--- src/sv/ura_pkg.sv ---
package ura_pkg;

   // Datapath sizing
   localparam int VALUE_BITS  = 64;
   localparam int MAX_DIGITS  = 64;
   localparam int STORE_DEPTH = 64;
   localparam int ADDR_BITS   = $clog2(STORE_DEPTH);
   localparam int STEP_BITS   = $clog2(VALUE_BITS);
   localparam int COUNT_BITS  = $clog2(MAX_DIGITS + 1);

   localparam int RADIX_BITS  = 6;
   localparam int DIGIT_BITS  = 6;
   localparam int CASE_BITS   = 2;
   localparam int CHAR_BITS   = 8;
   localparam int TOTAL_BITS  = 7;

   localparam logic [RADIX_BITS-1:0] RADIX_MIN = RADIX_BITS'(2);
   localparam logic [RADIX_BITS-1:0] RADIX_MAX = RADIX_BITS'(36);

   // Letter case modes
   localparam logic [CASE_BITS-1:0] CASE_RAW   = 2'd0;
   localparam logic [CASE_BITS-1:0] CASE_LOWER = 2'd1;
   localparam logic [CASE_BITS-1:0] CASE_UPPER = 2'd2;

   localparam logic [CHAR_BITS-1:0]  CHAR_ZERO     = 8'd48;
   localparam logic [CHAR_BITS-1:0]  CHAR_UPPER_A  = 8'd65;
   localparam logic [CHAR_BITS-1:0]  CHAR_LOWER_A  = 8'd97;
   localparam logic [DIGIT_BITS-1:0] DECIMAL_LIMIT = 6'd10;

   typedef logic [CHAR_BITS-1:0] char_type;

   function automatic char_type ascii_of_digit(input logic [DIGIT_BITS-1:0] digit,
                                               input logic [CASE_BITS-1:0]  mode);
      char_type wide_digit;
      char_type result;
      wide_digit = {{(CHAR_BITS - DIGIT_BITS){1'b0}}, digit};
      if (digit >= DECIMAL_LIMIT && mode == CASE_UPPER) begin
         result = wide_digit - {2'b00, DECIMAL_LIMIT} + CHAR_UPPER_A;
      end else if (digit >= DECIMAL_LIMIT && mode == CASE_LOWER) begin
         result = wide_digit - {2'b00, DECIMAL_LIMIT} + CHAR_LOWER_A;
      end else begin
         result = wide_digit + CHAR_ZERO;
      end
      return result;
   endfunction

endpackage

--- src/sv/ura_ram.sv ---
module ura_ram #(
   parameter int WIDTH = 6,
   parameter int DEPTH = 64
) (
   input  logic                     clock,
   input  logic                     wr_en,
   input  logic [$clog2(DEPTH)-1:0] wr_addr,
   input  logic [WIDTH-1:0]         wr_data,
   input  logic                     rd_en,
   input  logic [$clog2(DEPTH)-1:0] rd_addr,
   output logic [WIDTH-1:0]         rd_data
);

   logic [WIDTH-1:0] mem_ff [DEPTH];
   logic [WIDTH-1:0] rd_data_ff;

   always_ff @(posedge clock) begin
      if (wr_en) begin
         mem_ff[wr_addr] <= wr_data;
      end
      if (rd_en) begin
         rd_data_ff <= mem_ff[rd_addr];
      end
   end

   assign rd_data = rd_data_ff;

endmodule

--- src/sv/unsigned_to_radix_ascii.sv ---
// Converts an unsigned value to ASCII digits in radix 2..36 (out-of-range radix saturates),
// emitting one character word per rsp_ handshake, most significant digit first, with
// rsp_last on the final one and the character count on every word. A zero value gives "0".
// Digits come from one restoring divider that retires one quotient bit per cycle; they go
// into a 64-entry digit RAM and are read back in reverse, each character passing through
// the READ, LOAD and SEND states and waiting in SEND for rsp_ready; req_ready is high only
// between items.
module unsigned_to_radix_ascii (
   input  logic        clock,
   input  logic        reset,
   input  logic        req_valid,
   output logic        req_ready,
   input  logic [63:0] req_value,
   input  logic [5:0]  req_radix,
   input  logic [1:0]  req_letter_case,
   output logic        rsp_valid,
   input  logic        rsp_ready,
   output logic [7:0]  rsp_character,
   output logic [6:0]  rsp_digit_total,
   output logic        rsp_last
);

   localparam logic [2:0] ST_IDLE = 3'd0;
   localparam logic [2:0] ST_DIV  = 3'd1;
   localparam logic [2:0] ST_READ = 3'd2;
   localparam logic [2:0] ST_LOAD = 3'd3;
   localparam logic [2:0] ST_SEND = 3'd4;

   logic [2:0]                         state_ff, state_in;
   logic [ura_pkg::VALUE_BITS-1:0]     quot_ff, quot_in;
   logic [ura_pkg::DIGIT_BITS-1:0]     rem_ff, rem_in;
   logic [ura_pkg::RADIX_BITS-1:0]     radix_ff, radix_in;
   logic [ura_pkg::CASE_BITS-1:0]      mode_ff, mode_in;
   logic [ura_pkg::STEP_BITS-1:0]      step_ff, step_in;
   logic [ura_pkg::COUNT_BITS-1:0]     count_ff, count_in;
   logic [ura_pkg::ADDR_BITS-1:0]      ptr_ff, ptr_in;
   ura_pkg::char_type                  char_ff, char_in;

   logic [ura_pkg::DIGIT_BITS:0]       trial;
   logic                               quot_bit;
   logic [ura_pkg::DIGIT_BITS-1:0]     rem_step;
   logic [ura_pkg::VALUE_BITS-1:0]     quot_step;
   logic [ura_pkg::COUNT_BITS-1:0]     count_next;
   logic [ura_pkg::RADIX_BITS-1:0]     radix_sat;

   logic                               ram_wr_en;
   logic                               ram_rd_en;
   logic [ura_pkg::DIGIT_BITS-1:0]     ram_rd_data;

   // One restoring divide step: shift in the next dividend bit, subtract if it fits
   assign trial    = {rem_ff, quot_ff[ura_pkg::VALUE_BITS-1]};
   assign quot_bit = (trial >= {1'b0, radix_ff});
   assign rem_step = quot_bit ? ura_pkg::DIGIT_BITS'(trial - {1'b0, radix_ff})
                              : trial[ura_pkg::DIGIT_BITS-1:0];
   assign quot_step  = {quot_ff[ura_pkg::VALUE_BITS-2:0], quot_bit};
   assign count_next = count_ff + ura_pkg::COUNT_BITS'(1);

   always_comb begin
      if (req_radix < ura_pkg::RADIX_MIN) begin
         radix_sat = ura_pkg::RADIX_MIN;
      end else if (req_radix > ura_pkg::RADIX_MAX) begin
         radix_sat = ura_pkg::RADIX_MAX;
      end else begin
         radix_sat = req_radix;
      end
   end

   assign ram_wr_en = (state_ff == ST_DIV) && (step_ff == '0);
   assign ram_rd_en = (state_ff == ST_READ);

   always_comb begin
      state_in = state_ff;
      quot_in  = quot_ff;
      rem_in   = rem_ff;
      radix_in = radix_ff;
      mode_in  = mode_ff;
      step_in  = step_ff;
      count_in = count_ff;
      ptr_in   = ptr_ff;
      char_in  = char_ff;
      unique case (state_ff)
         ST_IDLE: begin
            if (req_valid) begin
               quot_in  = req_value[ura_pkg::VALUE_BITS-1:0];
               rem_in   = '0;
               radix_in = radix_sat;
               mode_in  = req_letter_case;
               step_in  = ura_pkg::STEP_BITS'(ura_pkg::VALUE_BITS - 1);
               count_in = '0;
               state_in = ST_DIV;
            end
         end
         ST_DIV: begin
            quot_in = quot_step;
            rem_in  = rem_step;
            step_in = step_ff - ura_pkg::STEP_BITS'(1);
            if (step_ff == '0) begin
               // Digit done: store it, then divide again or start reading back
               count_in = count_next;
               rem_in   = '0;
               step_in  = ura_pkg::STEP_BITS'(ura_pkg::VALUE_BITS - 1);
               if (quot_step == '0 ||
                   count_next >= ura_pkg::COUNT_BITS'(ura_pkg::MAX_DIGITS)) begin
                  ptr_in   = count_ff[ura_pkg::ADDR_BITS-1:0];
                  state_in = ST_READ;
               end
            end
         end
         ST_READ: begin
            state_in = ST_LOAD;
         end
         ST_LOAD: begin
            char_in  = ura_pkg::ascii_of_digit(ram_rd_data, mode_ff);
            state_in = ST_SEND;
         end
         ST_SEND: begin
            if (rsp_ready) begin
               if (ptr_ff == '0) begin
                  state_in = ST_IDLE;
               end else begin
                  ptr_in   = ptr_ff - ura_pkg::ADDR_BITS'(1);
                  state_in = ST_READ;
               end
            end
         end
         default: begin
            state_in = ST_IDLE;
         end
      endcase
   end

   always_ff @(posedge clock) begin
      if (reset) begin
         state_ff <= ST_IDLE;
         count_ff <= '0;
         quot_ff  <= '0;
      end else begin
         state_ff <= state_in;
         count_ff <= count_in;
         quot_ff  <= quot_in;
      end
   end

   always_ff @(posedge clock) begin
      rem_ff   <= rem_in;
      radix_ff <= radix_in;
      mode_ff  <= mode_in;
      step_ff  <= step_in;
      ptr_ff   <= ptr_in;
      char_ff  <= char_in;
   end

   ura_ram #(
      .WIDTH (ura_pkg::DIGIT_BITS),
      .DEPTH (ura_pkg::STORE_DEPTH)
   ) u_digit_ram (
      .clock   (clock),
      .wr_en   (ram_wr_en),
      .wr_addr (count_ff[ura_pkg::ADDR_BITS-1:0]),
      .wr_data (rem_step),
      .rd_en   (ram_rd_en),
      .rd_addr (ptr_ff),
      .rd_data (ram_rd_data)
   );

   assign req_ready       = (state_ff == ST_IDLE);
   assign rsp_valid       = (state_ff == ST_SEND);
   assign rsp_character   = char_ff;
   assign rsp_digit_total = ura_pkg::TOTAL_BITS'(count_ff);
   assign rsp_last        = (ptr_ff == '0);

`ifndef SYNTHESIS
   a_no_overlap: assert property (@(posedge clock) disable iff (reset)
      !(req_ready && rsp_valid))
      else $error("input accepted while a character word is pending");

   a_rem_below_radix: assert property (@(posedge clock) disable iff (reset)
      (state_ff == ST_DIV) |-> (rem_ff < radix_ff))
      else $error("divider remainder not below radix");

   a_radix_range: assert property (@(posedge clock) disable iff (reset)
      (state_ff != ST_IDLE) |-> (radix_ff >= ura_pkg::RADIX_MIN &&
                                 radix_ff <= ura_pkg::RADIX_MAX))
      else $error("latched radix out of range");

   a_ptr_in_run: assert property (@(posedge clock) disable iff (reset)
      rsp_valid |-> ({1'b0, ptr_ff} < count_ff))
      else $error("read pointer beyond digit count");

   a_gap_after_word: assert property (@(posedge clock) disable iff (reset)
      (rsp_valid && rsp_ready && !rsp_last) |=> (!rsp_valid && !req_ready))
      else $error("next word shown before digit readback");
`endif

endmodule

--- config.mk ---
export PLATFORM = sky130hd
export DESIGN_NAME = unsigned_to_radix_ascii
export DESIGN_NICKNAME = d
export VERILOG_FILES = /design/src/sv/ura_pkg.sv /design/src/sv/ura_ram.sv /design/src/sv/unsigned_to_radix_ascii.sv
export SDC_FILE = /design/constraint.sdc
export NUM_CORES = 1
export LEC_CHECK = 0
export BUFFER_PORTS_ARGS = -buffer_cell sky130_fd_sc_hd__buf_4
export CELL_PAD_IN_SITES_DETAIL_PLACEMENT = 2
export CELL_PAD_IN_SITES_GLOBAL_PLACEMENT = 2
export CORE_MARGIN = 5
export CORE_UTILIZATION = 48
export DETAILED_ROUTE_END_ITERATION = 10
export PLACE_DENSITY = 0.91
export SKIP_CTS_REPAIR_TIMING = 1
export SYNTH_ARGS = -nofsm -noshare
export SYNTH_HDL_FRONTEND = slang
export SYNTH_SLANG_ARGS = --single-unit
--- constraint.sdc ---
create_clock -name clock -period 5.7 [get_ports clock]
set_input_delay 1.14 -clock clock [delete_from_list [all_inputs] [get_ports clock]]
set_output_delay 1.14 -clock clock [all_outputs]
set_load 0.02 [all_outputs]
==> results of run 1 <==
==> worst max-delay path by stage <==
| stage | start | to | slack [ps] | depth (start not counted) |
|---|---|---|---|---|
| 3_3_place_gp | state_ff[0] | u_digit_ram.mem_ff[40][1] | 2220 | 5 |
| 2_1_floorplan | rem_ff[1] | u_digit_ram.mem_ff[0][0] | 1950 | 5 |
| 5_1_grt | ptr_ff[3] | rsp_last | 1620 | 3 |
| 6_report | ptr_ff[3] | rsp_last | 1600 | 3 |
| 3_5_place_dp | state_ff[0] | u_digit_ram.mem_ff[40][0] | 1570 | 5 |
| 4_1_cts | state_ff[0] | u_digit_ram.mem_ff[40][0] | 1360 | 5 |
==> stage by stage <==
stage / cells / cell area, sq um / util (%)
finish: 2129 / 23790 / 55.12
detailed placement: 2033 / 22140 / 51.28
global route: 2127 / 23790 / 55.10
floorplan: 1425 / 20950 / -
CTS: 2127 / 23780 / 55.09
global placement: 2033 / 22140 / 51.28
==> tightest hold or removal path: cells and delay by family (launching register included) <==
kind / cells / cell delay, ps
flip-flops: 1 / 320
AO/OA/AOI/OAI: 1 / 80
AND/OR/NAND/NOR: 1 / 60
==> report_power, final <==
part	total (mW)	leakage (nW)	internal [mW]	switching, mW
Clock	3.51	0.802	1.91	1.60
Combinational	1.32	2.72	0.253	1.07
Sequential	4.64	4.45	4.54	0.103
==> registers in the layout, indices dropped and copies added (netlist names) <==
name and count:
mode_ff 2, ptr_ff 6, quot_ff 64, radix_ff 6
rem_ff 6, rsp_character 8, rsp_digit_total 7, state_ff 3
step_ff 6, u_digit_ram.mem_ff 384, u_digit_ram.rd_data 6
==> placed cells by master (no fill, tap or decap), types with 5 or more instances in the layout <==
| cell | n |
|---|---|
| clkbuf_16 | 53 |
| edfxtp_1 | 424 |
| nand4_1 | 6 |
| inv_1 | 22 |
| a211oi_1 | 9 |
| o22ai_1 | 7 |
| a22oi_1 | 24 |
| ha_1 | 16 |
| clkinv_2 | 11 |
| nor2b_1 | 13 |
| nand2_1 | 176 |
| mux4_2 | 77 |
| clkbuf_1 | 8 |
| o21a_1 | 5 |
| mux2i_1 | 23 |
| nor4_1 | 18 |
| a21oi_1 | 24 |
| o21ai_1 | 8 |
| a31oi_1 | 5 |
| a311oi_1 | 64 |
| nand2b_1 | 13 |
| nand3b_1 | 7 |
| dfxtp_1 | 74 |
| nand3_1 | 16 |
| xnor2_1 | 15 |
| buf_4 | 112 |
| mux2_2 | 6 |
| nor2_1 | 156 |
| clkinv_1 | 10 |
| mux4_1 | 6 |
| and3_1 | 5 |
| nand4b_1 | 5 |
| nor3_1 | 15 |
| o21ai_0 | 18 |
==> Yosys cell counts, types with 5 or more instances <==
master / count / area [sq um]
nand4_1: 6 / 37.54
dfxtp_1: 74 / 1481
nand2_1: 180 / 675.7
a22oi_1: 24 / 180.2
buf_2: 21 / 105.1
and3_1: 5 / 31.28
mux2_2: 6 / 67.56
a31oi_1: 5 / 31.28
nor4_1: 19 / 118.9
nor3_1: 15 / 75.07
nor2_1: 156 / 585.6
nand3_1: 16 / 80.08
o21ai_0: 18 / 90.09
o21a_1: 5 / 37.54
buf_4: 5 / 37.54
nand3b_1: 7 / 52.55
o22ai_1: 7 / 43.79
mux2i_1: 24 / 240.2
inv_1: 22 / 82.58
mux4_2: 77 / 1734
mux4_1: 6 / 157.7
nor2b_1: 13 / 81.33
nand4b_1: 5 / 43.79
o21ai_1: 8 / 40.04
edfxtp_1: 424 / 12730
a311oi_1: 64 / 560.5
nand2b_1: 13 / 81.33
ha_1: 16 / 200.2
a21oi_1: 24 / 120.1
a211oi_1: 9 / 67.56
buf_1: 5 / 18.77
clkbuf_1: 52 / 195.2
xnor2_1: 15 / 131.4
==> cell type report <==
| type | instances | area [sq um] |
|---|---|---|
| Fill cell | 3895 | 19380 |
| Antenna cell | 2 | 5.005 |
| Tap cell | 585 | 732.0 |
| Clock inverter | 31 | 260.3 |
| Inverter | 23 | 88.84 |
| Timing Repair Buffer | 113 | 860.8 |
| Clock buffer | 63 | 1384 |
| Multi-Input combinational cell | 814 | 6250 |
| Sequential cell | 498 | 14210 |
==> cell families (layout without fill, tap and decap cells) <==
kind of cell / count (synthesis) / count (layout) / share of synthesized area [%]
xor+xnor: 20 / 20 / 0.9016
other cells: 0 / 2 / 0
compound gates: 205 / 205 / 7.369
buf+inv: 113 / 230 / 2.508
simple gates: 456 / 456 / 9.685
mux: 115 / 115 / 10.60
flops: 498 / 498 / 67.83
fa+ha+maj: 18 / 18 / 1.099
==> per-layer routing <==
metal	track usage, %	routed length [microns]
met5	0	13
met2	56.15	39350
met4	16.56	4884
met3	7.008	6816
met1	44.01	30600
==> metrics, run 1 <==
status complete, no violations; hold path endpoint quot_ff[40]; setup ws final roughly 1600 ps; Num Clock Sinks around 500; mapped cell area 0.02095 sq mm; HP Class reg -> reg; Post-DRT Antenna Nets 0; crit path time final approximately 4100 ps; setup repair after global routing missed its margin no; clock-pin slew on the worst setup and hold paths 70 ps; Max Clock Skew 40.03 ps; CTS tree yes; WP buf/inv 1; CP arrival 2960 ps; DPL Wire Length between 40000 and 50000 microns; Initial DRC Count 1975; power consumption 9.477 mW; startpoint types flip-flop; Synth Register Bits approximately 500; fin. max-slew vios 0; Yosys Warn Count 0; WL per Instance 38.35 microns; family with the most delay on the worst path simple AND/OR/NAND/NOR gates; syn_area_per_cell 14.70 sq um; number of synthesized flops with an enable pin between 400 and 500; final hold violations 0; routability cong. 0.8315; die height between 200 and 250 microns; crit-path cells nor2_1 -> and3_1 -> buf_4; max-cap violations 0; hold path start quot_ff[39]; Critical-path top delay cell nor2_1; cells on worst reg2reg path 5; CP Capture Type output pin; initial antenna violation count 4; Remaining DRCs 0; starting density of the core 48.54%; pwr/cell area 398.3 mW/mm^2; Synth-to-Final Area Change 13.55%; largest buffer count on any clock path 3; Slew headroom 6.740%; row count 76; total negative slack 0 ps; grt ovf 0; worst reg2reg startpoint state_ff[0]; die area approximately 0.048 sq mm; vias in the first global route 15600; CTS Buf Count 52; share of layout cells above drive strength 1 18.94%; die outline width 218.9 microns; worst path required time 4560 ps; Worst-Skew Late Latency 630 ps; sequential fraction of the synthesis area 67.83%; worst hold slack a little over 500 ps; Crit Path Max Fanout 16; GRT Total Usage 34.27%; Syn Inst Count around 1400; final wirelength 81660 microns; kind of critical path reg -> out; CTS H-tree depth 2; worst slew pin tran 1396 ps; global-route wire length before repair between 100000 and 150000 microns; worst hold path cell count 2; Core ar. 0.04317 sq mm; vias 14690; fin crit share 71.94%; VDD IR-drop max 0.2431 mV; Setup WS pre-CTS 1573 ps; largest net degree at the start of global routing a little over 90; top_reg_cell synth edfxtp_1; Final setup viols 0; syn nets 1518; max incr delay on CP approximately 980 ps; f_max between 200 and 250 MHz; DR pass1 iterations 6; via density per instance 6.899; reg2reg setup slack 1750 ps; root buf cell clkbuf_16; I/O pins 94; R2R Path End u_digit_ram.mem_ff[25][1]; ys async rst share 0%; port bufs 93; post-synth cell types 76; fin nets 1595; Pleak 7.971 nW
(Power assumes the default switching activity.)
==> run 2: changes to the inputs <==
Settings changed: CORE_UTILIZATION 48 to 45, PLACE_DENSITY 0.91 to 0.86.
Clock period 5.7 ns to 4.1 ns, I/O delays scaled along.
==> run 2 against run 1 <==
  * Flip-flop and latch count stayed put
  * Combinational power is 38% higher
  * Sequential power rose by 39%
  * Critical path depth up 4
  * Largest power group unchanged
  * Highest routed layer is now met4
==> metrics, run 2 (synthesis gave the netlist of run 1 again) <==
Core ar. 0.04626 sq mm (was 0.04317 sq mm); GRT Total Usage 30.90% (was 34.27%); via density per instance 6.608 (was 6.899); worst path required time 4410 ps (was 4560 ps); CTS tree yes (unchanged); DP Cell Count 2063 (was 2033); crit path time final 3561 ps; total negative slack 0 ps (unchanged); P_int 9.242 mW (was 6.703 mW); die height 225.8 microns (was 218.9 microns); Ant. Diodes 0 (was 2); most frequent cells in the layout edfxtp_1 (424), nand2_1 (176), nor2_1 (156) (unchanged); area of the multi-input gates 0.006248 sq mm (was 0.006250 sq mm); startpoint types flip-flop (unchanged); NetSw 3.741 mW (was 2.774 mW); I/O pins 94 (unchanged); vias in the first global route 15360 (was 15600); root buf cell clkbuf_16 (unchanged); kind of critical path reg -> reg (was reg -> out); grt ovf 0 (unchanged); Final Util 51.57% (was 55.12%); worst hold slack 405.9 ps (was 510.6 ps); DR pass1 iterations 7 (was 6); fin crit share between 80 and 90%; Final setup viols 0 (unchanged); f_max 280.8 MHz; CTS Buf Count 52 (unchanged); max-cap violations 0 (unchanged); setup ws final 539.2 ps (was 1600 ps); pwr/cell area 544.2 mW/mm^2 (was 398.3 mW/mm^2); Crit Path Max Fanout 46 (was 16); Critical Path Source rem_ff[1] (was ptr_ff[3]); port bufs 93 (unchanged); Clock power frac 36.5% (was 37.0%); fin nets 1603 (was 1595); Finished Layout Cells 2160 (was 2129); fin. max-slew vios 0 (unchanged); final wirelength 78950 microns (was 81660 microns); part of the power in registers 49.5% (was 49.0%); max reg flops 384 (unchanged); largest buffer count on any clock path 3 (unchanged); status complete, no violations (unchanged); CP Capture Type flip-flop (was output pin); Finished Cell Area 0.02386 sq mm (was 0.02379 sq mm); Max Clock Skew 29.52 ps (was 40.03 ps); worst reg2reg startpoint rem_ff[1] (was state_ff[0]); Slew headroom 26.27% (was 6.740%); initial antenna violation count 1 (was 4); DP Area 0.02226 sq mm (was 0.02214 sq mm); Pleak 8.009 nW (was 7.971 nW); final hold violations 0 (unchanged); die area 0.05098 sq mm (was 0.04793 sq mm); largest net degree at the start of global routing 93 (was 91); global-route wire length before repair 114500 microns (was 118300 microns); clock-pin slew on the worst setup and hold paths 60 ps (was 70 ps); routability cong. 0.8273 (was 0.8315); Initial DRC Count 1973 (was 1975); share of layout cells above drive strength 1 19.00% (was 18.94%); Worst-Skew Late Latency 610 ps (was 630 ps); CTS H-tree depth 2 (unchanged); combinational power share 14.0% (about the same); Remaining DRCs 0 (unchanged); vias 14270 (was 14690); die outline width 225.8 microns (was 218.9 microns); row count 79 (was 76); starting density of the core 45.30% (was 48.54%); commonest non-fill, non-tap cell in the layout edfxtp_1 (unchanged); CP arrival 3870 ps (was 2960 ps); register area 0.01421 sq mm (unchanged); Most flops, register u_digit_ram.mem_ff (unchanged); switching power share of the total 28.81% (was 29.27%); Num Clock Sinks 498 (unchanged); hold path start req_letter_case[1] (was quot_ff[39]); worst slew pin tran 1083 ps (was 1396 ps); Synth-to-Final Area Change 13.86% (was 13.55%); fill count 4243 (was 3895); power consumption 12.98 mW (was 9.477 mW); WL per Instance 36.55 microns (was 38.35 microns); Post-DRT Antenna Nets 0 (unchanged); Setup WS pre-CTS 749.6 ps (was 1573 ps); setup repair after global routing missed its margin no (unchanged); VDD IR-drop max 0.3381 mV (was 0.2431 mV); DPL Wire Length 48850 microns (was 46850 microns); HP Class in -> reg (was reg -> reg)
## run 2: worst paths after layout
| kind | depth (start not counted) | endpoint | slack [ps] |
|---|---|---|---|
| setup / recovery | 7 | u_digit_ram.mem_ff[9][3] | 540 |
| hold / removal | 1 | mode_ff[1] | 410 |
| setup reg to reg | 7 | u_digit_ram.mem_ff[9][3] | 540 |
| hold reg to reg | 2 | quot_ff[48] | 500 |
## run 2: critical path: stages (launching register included)
cell and delay, ps:
edfxtp_1 420, ha_1 420, a21oi_1 290, o21ai_1 170, a41oi_1 650, nand2_1 220, nand2_2 460, buf_4 580
## run 2: metal layers
layer,global-route usage [%],vias up,routed length (microns)
met1,39.00,7449,29190
met4,13.16,0,4193
met3,5.122,229,5889
met2,53.11,887,39680
met5,0,-,0
li1,-,5709,-
## run 2: layout make-up
cell class	instances	area share [%]
sequential	498	59.58
clock inverter	28	0.7762
inverter	23	0.3724
timing repair buffer	121	3.965
clock buffer	69	5.937
multi-input combinational	814	26.19
tap	607	3.183
## run 2: power groups by stage
stage / Sequential, mW / Clock [mW] / Combinational [mW]
finish: 6.43 / 4.73 / 1.82
detailed placement: 6.53 / 0 / 1.76
global route: 6.44 / 4.99 / 1.89
floorplan: 6.51 / 0 / 0.862
CTS: 6.43 / 4.75 / 1.80
global placement: 6.51 / 0 / 1.50
